`src/rtl/core/lsprs_pkg.sv`:
```
// package for the limited-slot priority request scheduler
// holds the transaction structs, action codes and default sizes
// no dependencies
package lsprs_pkg;

   localparam int PEND_DEPTH_DEFAULT = 16;
   localparam int ID_BITS_DEFAULT    = 8;
   localparam logic [7:0] SLOT_RESET = 8'd10;
   localparam int PCOUNT_BITS        = 5;
   localparam int PRIO_BITS          = 16;

   localparam logic [1:0] ACT_REQUEST  = 2'd0;
   localparam logic [1:0] ACT_COMPLETE = 2'd1;
   localparam logic [1:0] ACT_SETPRIO  = 2'd2;
   localparam logic [1:0] ACT_CANCEL   = 2'd3;

   typedef struct packed {
      logic [1:0]                  action;
      logic [7:0]                  resource_id;
      logic signed [PRIO_BITS-1:0] priority_req;
   } req_data_type;

   typedef struct packed {
      logic                   granted;
      logic [7:0]             grant_id;
      logic                   queued;
      logic                   dropped;
      logic [7:0]             free_count;
      logic [PCOUNT_BITS-1:0] pending_count;
   } rsp_data_type;

endpackage

```
`src/rtl/core/lsprs_ram.sv`:
```
// generic simple dual-port ram with registered read
// one write port and one read port, read data valid in the cycle after rd_en
// no dependencies
module lsprs_ram #(
   parameter int WIDTH = 8,
   parameter int DEPTH = 16
) (
   input  logic                     clock,
   input  logic                     wr_en,
   input  logic [$clog2(DEPTH)-1:0] wr_addr,
   input  logic [WIDTH-1:0]         wr_data,
   input  logic                     rd_en,
   input  logic [$clog2(DEPTH)-1:0] rd_addr,
   output logic [WIDTH-1:0]         rd_data
);

   logic [WIDTH-1:0] mem_ff [DEPTH];
   logic [WIDTH-1:0] rd_data_ff;

   always_ff @(posedge clock) begin
      if (wr_en) begin
         mem_ff[wr_addr] <= wr_data;
      end
      if (rd_en) begin
         rd_data_ff <= mem_ff[rd_addr];
      end
   end

   assign rd_data = rd_data_ff;

endmodule

```
`src/rtl/core/limited_slot_priority_request_scheduler.sv`:
```
// top level of the limited-slot priority request scheduler
// depends on lsprs_pkg and lsprs_ram

// Grants load requests while at most slot_limit are in flight. Waiting requests
// sit in a pending store of PEND_DEPTH entries (identifier, priority, recency
// rank) held in one ram with a single read port, and every pass over the store
// reads one entry per cycle, so that port sets the rate. A request granted from
// a free slot, a dropped request and a completion with nothing pending go
// straight to the result without a pass. A queued request and a set priority take
// one pass. A completion that grants a pending entry takes a search pass and a
// removal pass. A cancel takes one search pass plus one search and one removal
// pass per matching entry. One transaction is worked on at a time; the result
// register lets the next transaction be taken while a result waits. Writing
// slot_limit reloads the free slot count and leaves the pending store alone.
module limited_slot_priority_request_scheduler
   import lsprs_pkg::*;
#(
   parameter int PEND_DEPTH = PEND_DEPTH_DEFAULT,
   parameter int ID_BITS    = ID_BITS_DEFAULT
) (
   input  logic         clock,
   input  logic         reset,
   input  logic         req_valid,
   output logic         req_ready,
   input  req_data_type req_data,
   output logic         rsp_valid,
   input  logic         rsp_ready,
   output rsp_data_type rsp_data,
   input  logic         psel,
   input  logic         penable,
   input  logic         pwrite,
   input  logic [2:0]   paddr,
   input  logic [31:0]  pwdata,
   output logic [31:0]  prdata,
   output logic         pready
);

   localparam int SLOT_BITS = $clog2(PEND_DEPTH);
   localparam int CNT_BITS  = $clog2(PEND_DEPTH + 1);
   localparam int WORD_BITS = ID_BITS + PRIO_BITS + SLOT_BITS;
   localparam logic [SLOT_BITS-1:0] LAST_IDX = SLOT_BITS'(PEND_DEPTH - 1);
   localparam logic [CNT_BITS-1:0]  FULL_CNT = CNT_BITS'(PEND_DEPTH);

   localparam logic [1:0] ST_IDLE   = 2'd0;
   localparam logic [1:0] ST_SWEEP  = 2'd1;
   localparam logic [1:0] ST_FINISH = 2'd2;

   localparam logic [1:0] MODE_INSERT = 2'd0;
   localparam logic [1:0] MODE_PRIO   = 2'd1;
   localparam logic [1:0] MODE_FIND   = 2'd2;
   localparam logic [1:0] MODE_REMOVE = 2'd3;

   // control state
   logic [1:0]            state_ff, state_in;
   logic [1:0]            mode_ff, mode_in;
   logic [7:0]            limit_ff, limit_in;
   logic [7:0]            free_ff, free_in;
   logic [CNT_BITS-1:0]   cnt_ff, cnt_in;
   logic [PEND_DEPTH-1:0] valid_ff, valid_in;
   logic                  rd_on_ff, rd_on_in;
   logic                  pv_ff, pv_in;
   logic                  ins_done_ff, ins_done_in;
   logic                  best_valid_ff, best_valid_in;
   logic                  rsp_valid_ff, rsp_valid_in;

   // payload
   logic [SLOT_BITS-1:0]  rd_idx_ff, rd_idx_in;
   logic [SLOT_BITS-1:0]  pidx_ff, pidx_in;
   logic [1:0]            act_ff, act_in;
   logic [ID_BITS-1:0]    id_ff, id_in;
   logic [PRIO_BITS-1:0]  prio_ff, prio_in;
   logic [SLOT_BITS-1:0]  best_idx_ff, best_idx_in;
   logic [PRIO_BITS-1:0]  best_prio_ff, best_prio_in;
   logic [SLOT_BITS-1:0]  best_stamp_ff, best_stamp_in;
   logic [ID_BITS-1:0]    best_ident_ff, best_ident_in;
   logic                  granted_ff, granted_in;
   logic [7:0]            gid_ff, gid_in;
   logic                  queued_ff, queued_in;
   logic                  dropped_ff, dropped_in;
   rsp_data_type          rsp_data_ff, rsp_data_in;

   // ram ports
   logic                  ram_we;
   logic [SLOT_BITS-1:0]  ram_waddr;
   logic [WORD_BITS-1:0]  ram_wdata;
   logic                  ram_re;
   logic [WORD_BITS-1:0]  ram_rdata;

   logic [SLOT_BITS-1:0]  r_stamp;
   logic [PRIO_BITS-1:0]  r_prio;
   logic [ID_BITS-1:0]    r_ident;
   logic                  r_vld;
   logic                  pass_end;
   logic                  cfg_wr;
   logic                  better;

   lsprs_ram #(
      .WIDTH (WORD_BITS),
      .DEPTH (PEND_DEPTH)
   ) u_entry_ram (
      .clock   (clock),
      .wr_en   (ram_we),
      .wr_addr (ram_waddr),
      .wr_data (ram_wdata),
      .rd_en   (ram_re),
      .rd_addr (rd_idx_ff),
      .rd_data (ram_rdata)
   );

   assign r_stamp  = ram_rdata[SLOT_BITS-1:0];
   assign r_prio   = ram_rdata[SLOT_BITS +: PRIO_BITS];
   assign r_ident  = ram_rdata[SLOT_BITS+PRIO_BITS +: ID_BITS];
   assign r_vld    = valid_ff[pidx_ff];
   assign pass_end = pv_ff && (pidx_ff == LAST_IDX);
   assign cfg_wr   = psel && penable && pwrite && !paddr[2];
   assign better   = !best_valid_ff || ($signed(r_prio) > $signed(best_prio_ff)) ||
                     ((r_prio == best_prio_ff) && (r_stamp < best_stamp_ff));

   assign req_ready = (state_ff == ST_IDLE);
   assign rsp_valid = rsp_valid_ff;
   assign rsp_data  = rsp_data_ff;
   assign pready    = 1'b1;
   assign prdata    = paddr[2] ? 32'd0 : 32'(limit_ff);

   always_comb begin
      state_in      = state_ff;
      mode_in       = mode_ff;
      limit_in      = limit_ff;
      free_in       = free_ff;
      cnt_in        = cnt_ff;
      valid_in      = valid_ff;
      rd_on_in      = rd_on_ff;
      pv_in         = 1'b0;
      ins_done_in   = ins_done_ff;
      best_valid_in = best_valid_ff;
      rsp_valid_in  = rsp_valid_ff && !rsp_ready;
      rd_idx_in     = rd_idx_ff;
      pidx_in       = pidx_ff;
      act_in        = act_ff;
      id_in         = id_ff;
      prio_in       = prio_ff;
      best_idx_in   = best_idx_ff;
      best_prio_in  = best_prio_ff;
      best_stamp_in = best_stamp_ff;
      best_ident_in = best_ident_ff;
      granted_in    = granted_ff;
      gid_in        = gid_ff;
      queued_in     = queued_ff;
      dropped_in    = dropped_ff;
      rsp_data_in   = rsp_data_ff;
      ram_we        = 1'b0;
      ram_waddr     = pidx_ff;
      ram_wdata     = ram_rdata;
      ram_re        = 1'b0;

      unique case (state_ff)
         ST_IDLE: begin
            if (req_valid) begin
               act_in      = req_data.action;
               id_in       = ID_BITS'(req_data.resource_id);
               prio_in     = req_data.priority_req;
               granted_in  = 1'b0;
               gid_in      = 8'd0;
               queued_in   = 1'b0;
               dropped_in  = 1'b0;
               rd_idx_in   = '0;
               rd_on_in    = 1'b1;
               ins_done_in = 1'b0;
               best_valid_in = 1'b0;
               state_in    = ST_SWEEP;
               unique case (req_data.action)
                  ACT_REQUEST: begin
                     mode_in = MODE_INSERT;
                     if (free_ff != 8'd0) begin
                        free_in    = free_ff - 8'd1;
                        granted_in = 1'b1;
                        gid_in     = 8'(id_in);
                        state_in   = ST_FINISH;
                     end else if (cnt_ff == FULL_CNT) begin
                        dropped_in = 1'b1;
                        state_in   = ST_FINISH;
                     end
                  end
                  ACT_COMPLETE: begin
                     mode_in = MODE_FIND;
                     if (cnt_ff == '0) begin
                        if (free_ff != 8'hFF) begin
                           free_in = free_ff + 8'd1;
                        end
                        state_in = ST_FINISH;
                     end
                  end
                  ACT_SETPRIO: mode_in = MODE_PRIO;
                  default:     mode_in = MODE_FIND;
               endcase
            end
         end
         ST_SWEEP: begin
            if (rd_on_ff) begin
               ram_re  = 1'b1;
               pv_in   = 1'b1;
               pidx_in = rd_idx_ff;
               if (rd_idx_ff == LAST_IDX) begin
                  rd_on_in = 1'b0;
               end else begin
                  rd_idx_in = rd_idx_ff + SLOT_BITS'(1);
               end
            end
            if (pv_ff) begin
               unique case (mode_ff)
                  MODE_INSERT: begin
                     if (r_vld) begin
                        ram_we    = 1'b1;
                        ram_wdata = {r_ident, r_prio, r_stamp + SLOT_BITS'(1)};
                     end else if (!ins_done_ff) begin
                        ram_we            = 1'b1;
                        ram_wdata         = {id_ff, prio_ff, SLOT_BITS'(0)};
                        valid_in[pidx_ff] = 1'b1;
                        ins_done_in       = 1'b1;
                        cnt_in            = cnt_ff + CNT_BITS'(1);
                        queued_in         = 1'b1;
                     end
                     if (pass_end) begin
                        state_in = ST_FINISH;
                     end
                  end
                  MODE_PRIO: begin
                     if (r_vld && (r_ident == id_ff)) begin
                        ram_we    = 1'b1;
                        ram_wdata = {r_ident, prio_ff, r_stamp};
                     end
                     if (pass_end) begin
                        state_in = ST_FINISH;
                     end
                  end
                  MODE_FIND: begin
                     if (r_vld && (((act_ff == ACT_COMPLETE) && better) ||
                                   ((act_ff == ACT_CANCEL) && !best_valid_ff &&
                                    (r_ident == id_ff)))) begin
                        best_valid_in = 1'b1;
                        best_idx_in   = pidx_ff;
                        best_prio_in  = r_prio;
                        best_stamp_in = r_stamp;
                        best_ident_in = r_ident;
                     end
                     if (pass_end) begin
                        if (best_valid_in) begin
                           mode_in   = MODE_REMOVE;
                           rd_idx_in = '0;
                           rd_on_in  = 1'b1;
                        end else begin
                           state_in = ST_FINISH;
                        end
                     end
                  end
                  default: begin
                     if (pidx_ff == best_idx_ff) begin
                        valid_in[pidx_ff] = 1'b0;
                     end else if (r_vld && (r_stamp > best_stamp_ff)) begin
                        ram_we    = 1'b1;
                        ram_wdata = {r_ident, r_prio, r_stamp - SLOT_BITS'(1)};
                     end
                     if (pass_end) begin
                        cnt_in = cnt_ff - CNT_BITS'(1);
                        if (act_ff == ACT_COMPLETE) begin
                           granted_in = 1'b1;
                           gid_in     = 8'(best_ident_ff);
                           state_in   = ST_FINISH;
                        end else begin
                           mode_in       = MODE_FIND;
                           best_valid_in = 1'b0;
                           rd_idx_in     = '0;
                           rd_on_in      = 1'b1;
                        end
                     end
                  end
               endcase
            end
         end
         ST_FINISH: begin
            if (!rsp_valid_ff || rsp_ready) begin
               rsp_valid_in              = 1'b1;
               rsp_data_in.granted       = granted_ff;
               rsp_data_in.grant_id      = gid_ff;
               rsp_data_in.queued        = queued_ff;
               rsp_data_in.dropped       = dropped_ff;
               rsp_data_in.free_count    = free_ff;
               rsp_data_in.pending_count = PCOUNT_BITS'(cnt_ff);
               state_in                  = ST_IDLE;
            end
         end
         default: state_in = ST_IDLE;
      endcase

      if (cfg_wr) begin
         limit_in = pwdata[7:0];
         free_in  = pwdata[7:0];
      end
   end

   always_ff @(posedge clock) begin
      if (reset) begin
         state_ff      <= ST_IDLE;
         mode_ff       <= MODE_INSERT;
         limit_ff      <= SLOT_RESET;
         free_ff       <= SLOT_RESET;
         cnt_ff        <= '0;
         valid_ff      <= '0;
         rd_on_ff      <= 1'b0;
         pv_ff         <= 1'b0;
         ins_done_ff   <= 1'b0;
         best_valid_ff <= 1'b0;
         rsp_valid_ff  <= 1'b0;
      end else begin
         state_ff      <= state_in;
         mode_ff       <= mode_in;
         limit_ff      <= limit_in;
         free_ff       <= free_in;
         cnt_ff        <= cnt_in;
         valid_ff      <= valid_in;
         rd_on_ff      <= rd_on_in;
         pv_ff         <= pv_in;
         ins_done_ff   <= ins_done_in;
         best_valid_ff <= best_valid_in;
         rsp_valid_ff  <= rsp_valid_in;
      end
   end

   always_ff @(posedge clock) begin
      rd_idx_ff     <= rd_idx_in;
      pidx_ff       <= pidx_in;
      act_ff        <= act_in;
      id_ff         <= id_in;
      prio_ff       <= prio_in;
      best_idx_ff   <= best_idx_in;
      best_prio_ff  <= best_prio_in;
      best_stamp_ff <= best_stamp_in;
      best_ident_ff <= best_ident_in;
      granted_ff    <= granted_in;
      gid_ff        <= gid_in;
      queued_ff     <= queued_in;
      dropped_ff    <= dropped_in;
      rsp_data_ff   <= rsp_data_in;
   end

endmodule

```
`config.mk`:
```
export PLATFORM = sky130hd
export DESIGN_NAME = limited_slot_priority_request_scheduler
export DESIGN_NICKNAME = d
export VERILOG_FILES = /design/src/rtl/core/lsprs_pkg.sv /design/src/rtl/core/lsprs_ram.sv /design/src/rtl/core/limited_slot_priority_request_scheduler.sv
export SDC_FILE = /design/constraint.sdc
export NUM_CORES = 1
export LEC_CHECK = 0
export BUFFER_PORTS_ARGS = -buffer_cell sky130_fd_sc_hd__clkbuf_2
export CAP_MARGIN = 20
export CORE_AREA = 5 5 298 300
export CTS_CLUSTER_DIAMETER = 200
export DETAILED_ROUTE_END_ITERATION = 8
export DIE_AREA = 0 0 303 305
export PLACE_DENSITY_LB_ADDON = 0.08
export SLEW_MARGIN = 20
export SYNTH_ARGS = -nofsm -noshare
export SYNTH_HDL_FRONTEND = slang
export SYNTH_HIERARCHICAL = 1
export SYNTH_SLANG_ARGS = --single-unit
export TNS_END_PERCENT = 50
```
`constraint.sdc`:
```
create_clock -name clock -period 13.6 [get_ports clock]
set_input_delay 2.72 -clock clock [delete_from_list [all_inputs] [get_ports clock]]
set_output_delay 2.72 -clock clock [all_outputs]
set_load 0.01 [all_outputs]
```
# Yosys cells after proc, flatten, opt, wreduce, memory -nomap -nowiden
# Memory sizes are Yosys's and may differ from the RTL's. A register that Yosys moved wholly into a read port is not among the register bits.
# Cells that the tools add are included.
# totals
out_inout_bits	59
inputBits	68
word_cells	254
mem_bits_ro	0
regBits	147
latch_bits	0
n_memories	1
mem_bits_rw	448
# memory_table
memory	depth	width	rd	rd_ports_with_merged_regs	wr	line_no	text
u_entry_ram.mem_ff	16	28	1	1	1	lsprs_ram.sv:17	logic [WIDTH-1:0] mem_ff [DEPTH];
# classes
n_div	0
add_sub_neg	7
n_lt_le_gt_ge	5
n_shift	0
eq_ne	35
n_bitwise	5
muxes	121
n_mul	0
n_reduce_logical	50
# op_table
operator	n
two-way mux 28 bit	4
two-way mux 8 bit	14
one-hot mux 28 bit (3 select lines)	1
two-way mux 16 bit	3
two-way mux 1 bit	46
AND reduction 6 bit	7
two-way mux 4 bit	10
two-way mux 2 bit	17
one-hot mux 16 bit (2 select lines)	1
one-hot mux 8 bit (2 select lines)	2
inequality test 2 bit, second input constant	12
inequality test 3 bit, second input constant	7
two-way mux 20 bit	1
one-hot mux 2 bit (2 select lines)	5
AND 16 bit	1
equality test 16 bit	1
> comparator 16 bit	1
NOT 16 bit	1
OR 16 bit	1
one-hot mux 4 bit (2 select lines)	2
two-way mux 5 bit	3
one-hot mux 1 bit (2 select lines)	7
logical AND 1 bit	13
one-hot mux 5 bit (2 select lines)	1
36 further kinds	62

# Longest topological paths before layout
# depth
depth_word	15
ltp_mapped	10
depth_no_buf	10

# Hierarchy
# The synthesis kept the hierarchy.
# by_module_without_submodules
mod	cells_per_inst	area_per_inst_um2	seq_area_each_um2	instances
lsprs_ram	735	17814.6	14293.7	1
limited_slot_priority_request_scheduler	694	7692.4	3953.8	1

# Least setup slack after synthesis
# No wires, ideal clock.
# synth_path
kind	input -> output
start	input port paddr[2]
end	output port prdata[0]
arrival_ns	2.898
path_stages	1
t_required_ns	10.880
n_path_buf	0
setup_slack_ns	7.982
cell_sequence	nor2b_1
# synth_between
elab_chain_len	1
# synth_lines
element	line_no	text
from (decl)	limited_slot_priority_request_scheduler.sv:32	input logic [2:0] paddr,
two-way mux 8 bit	limited_slot_priority_request_scheduler.sv:123	assign prdata = paddr[2] ? 32'd0 : 32'(limit_ff);
to (decl)	limited_slot_priority_request_scheduler.sv:34	output logic [31:0] prdata,
# Every way passes these cells.

# Worst setup path in the final report
# layout_path
start	input port paddr[2]
end	output port prdata[7]
# The elaborated chain is that of the path after synthesis.

==> metrics.md <==
| Metric | Value |
|---|---|
| Largest net degree at the start of global routing | about 120 |
| Hold wc startpoint | dropped_ff |
| Syn Inst Count | approximately 1400 |
| Worst setup SP type | input port |
| Die X-Extent | 303 um |
| Asr flop ratio synth | 0% |
| Die ar. | a little over 0.09 sq mm |
| Mapped cell area | approximately 0.026 sq mm |
| Clk pwr share | between 40% and 50% |
| Status | complete, no violations |
| I/O pin count | around 130 |
| Mux share of post-synthesis cell area | 11.3% |
| Clk slew on worst S/H paths | approximately 0.050 ns |
| Hold Path Class | reg -> reg |
| HPWL Detailed | around 36 mm |
| Pint | ~3400 uW |
| Period minus WS final | around 5.9 ns |
| Sequential area share after synthesis | between 70% and 80% |
| F_max | between 150 and 200 MHz |
| Worst r2r src | pidx_ff[2] |
| Number of clock sinks | between 600 and 700 |
| Syn Area/Cell | between 15 and 20 sq um |
| Antenna diodes | 0 |
| Slew @ Worst Pin | 1.03 ns |
| # fillers | between 8000 and 9000 |
| Simple-gate portion of the synthesized area | around 5.2% |
| Slew margin rel. | around a third |
| Critical path type | in -> out |
| H-Tree Level Count | 3 |
| First-pass GRT wire length | about 100 mm |
| PnR worst setup slack | 7.70 ns |
| Post-cts resize count | 0 |
| Clk_skew | 0.0277 ns |
| GR Util All Layers | approximately 15% |
| Max clock buf depth | 3 |
| Std-Cell Rows | 108 |
| Compound-Gate Fraction of Synth Area | 6.21% |
| Post-Route WL | 68.4 mm |
| Share of layout cells above drive strength 1 | 22.3% |
| Power share of the combinational group | approximately 6.8% |
| #FFs+latches synth | slightly above 600 |
| Initial Util | 29.7% |
| Area leader, netlist | edfxtp_1 |
| Unrepaired setup endpoints after global routing | false |
| Switching Share | 22.5% |
| Number of buffers created by CTS | 74 |
| Synth Area in XOR/XNOR | 0.893% |
| Fin area | just under 0.03 sq mm |
| Grt ovf | 0 |
| CP max FO | 10 |
| EDFF count, synth | ~580 |
| Synth top area share | approximately 68% |
| Post-synth top flop | edfxtp_1 |
| Leakage | ~0.01 uW |
| YS warnings | 6 |
| # port buffers | 75 |
| Hold Buf Count CTS | 0 |
| Crit path DAT | roughly 3.2 ns |
| DR WL/cell | between 20 and 25 um |
| Area grow syn2layout | 16.2% |
| Root buffer cell | clkbuf_16 |
| Most common cell after layout, fill and taps aside | edfxtp_1 |
| CTS tree | built |
| Switching Power | between 900 and 1000 uW |
| Drt drc | 0 |
| Commonest cells after routing, fill and taps aside | edfxtp_1 (577), mux4_2 (97), nand2_1 (86) |
| Initial DRT Pass Iterations | 4 |
| VDD IR max | 0.0000876 V |
| Setup Fix Bufs, Post-CTS | 0 |
| Critical Path Most Common Cell | clkbuf_2 |
| Core Area | between 0.08 and 0.09 sq mm |
| Number of nets with antenna violations after routing | 0 |
| Total power per unit cell area | 148 mW/mm^2 |
| Max-slew violations | 0 |
| Slowest CP cell | clkbuf_2 |
| Die height | just over 300 um |
| Routed vias | ~13000 |
| Hold slack | 0.416 ns |
| Drt first-iter violations | ~960 |
| CP peak stage delay | about 0.17 ns |
| Worst skew pair latency | slightly above 0.6 ns |
| Synth Area in Adders | between 1.5 and 2% |
| Most area-consuming cells after synthesis | edfxtp_1 (68%), mux4_2 (8.6%), dfxtp_1 (3.6%) |
| Placed cell area | ~0.027 sq mm |
| Nets | around 1700 |
| Antenna violations before repair | 1 |
| Tcrit/Tclk final | 43.4% |
| Max cap viols | 0 |
| Vias in the first global route | roughly 14000 |
| RD Place Congestion | between 0.7 and 0.8 |
| Critical-path cell list | clkbuf_2 > nor2b_1 > clkbuf_2 |
| Post-place setup slack | 7.67 ns |
| DR vias/cell | 4.84 |
| # setup viols final | 0 |
| Largest family of logic cells by synthesized area | multiplexers |
| Final Hold Vio Count | 0 |
| Crit end category | output pin |
| Worst Path Required | 10.88 ns |
| Setup TNS | 0 ns |
| Sequential power share | between 40% and 50% |
| Synth cell types | 76 |
| Setup crit start | paddr[2] |
==> metal layers <==
metal  GRT usage [%]  up-vias  wire (um)
li1                -     5959          -
met1            20.0     7023      30200
met2            24.8      284      33800
met3            2.24      103       2960
met4            4.07        0       1420
met5               0        -          0
==> final timing paths <==
kind / to / slack, ns / depth (start not counted)
setup / recovery: prdata[7] / 7.70 / 3
hold reg to reg: rsp_data[13] / 0.42 / 0
hold / removal: rsp_data[13] / 0.42 / 0
setup reg to reg: u_entry_ram/mem_ff[0][22] / 8.70 / 8
==> synthesized netlist by cell type (all sizes together) (4+ instances only) <==
library cell    n
a21o           14
mux2i          15
buf            46
o211ai          5
ha             36
xor2           14
and3            6
nor2           53
nor2b          20
a22oi          56
nand2b         12
nand4          14
nor4            6
a211oi          7
nand3          29
inv            32
a22o           33
o21ai          26
or2             4
and2            6
a21oi          41
nor3           10
a31oi           5
mux4          117
xnor2          12
nand2          87
o21a            4
clkbuf         43
and4            6
dfxtp          46
edfxtp        577
==> worst max-delay path, delay by kind of cell <==
kind	cells	cell delay, ns
AND/OR/NAND/NOR	1	0.15
buffers and inverters	2	0.31
==> sequential cells by signal, indices dropped and copies added (netlist names), 2 cells and up, named ones only <==
name                 cells
rd_idx_ff                4
best_stamp_ff            4
limit_ff                 8
free_ff                  8
best_prio_ff            16
cnt_ff                   5
u_entry_ram/mem_ff     448
act_ff                   2
gid_ff                   8
prio_ff                 16
pidx_ff                  4
u_entry_ram/rd_data     28
best_ident_ff            8
rsp_data                24
state_ff                 2
mode_ff                  2
id_ff                    8
best_idx_ff              4
==> metrics by stage <==
stage / instances / power [uW] / utilization, %
after floorplan: 1452 / 2390 / -
after global placement: 2627 / 2480 / 31.7
after detailed placement: 2627 / 2480 / 31.7
after CTS: 2762 / 4480 / 34.5
after global routing: 2762 / 4580 / 34.5
final: 2762 / 4400 / 34.5
==> power groups by stage <==
stage                     combinational (uW)  clock, uW  sequential, uW
after global routing                     329       2120            2140
after global placement                   305          0            2180
after detailed placement                 305          0            2180
after floorplan                          222          0            2170
final                                    298       1960            2140
after CTS                                306       2030            2140
==> area by class of cell <==
cell class	count	area (sq um)	area share, %
Sequential cell	623	18200	61.6
Multi-Input combinational cell	707	6770	22.8
Clock buffer	93	1940	6.56
Tap cell	1155	1450	4.88
Timing Repair Buffer	109	656	2.21
Clock inverter	42	457	1.54
Inverter	33	124	0.418
==> kinds of logic (layout without fill, tap and decap cells) <==
kind of cell,Yosys count,after routing
DFF,623,623
AOI/OAI and AO/OA,217,217
muxes,135,135
buffers and inverters,122,277
and+or+nand+nor,266,266
xor gates and xnor gates,26,26
adders and majority gates,38,38
other,2,25
(Power assumes the default switching activity.)
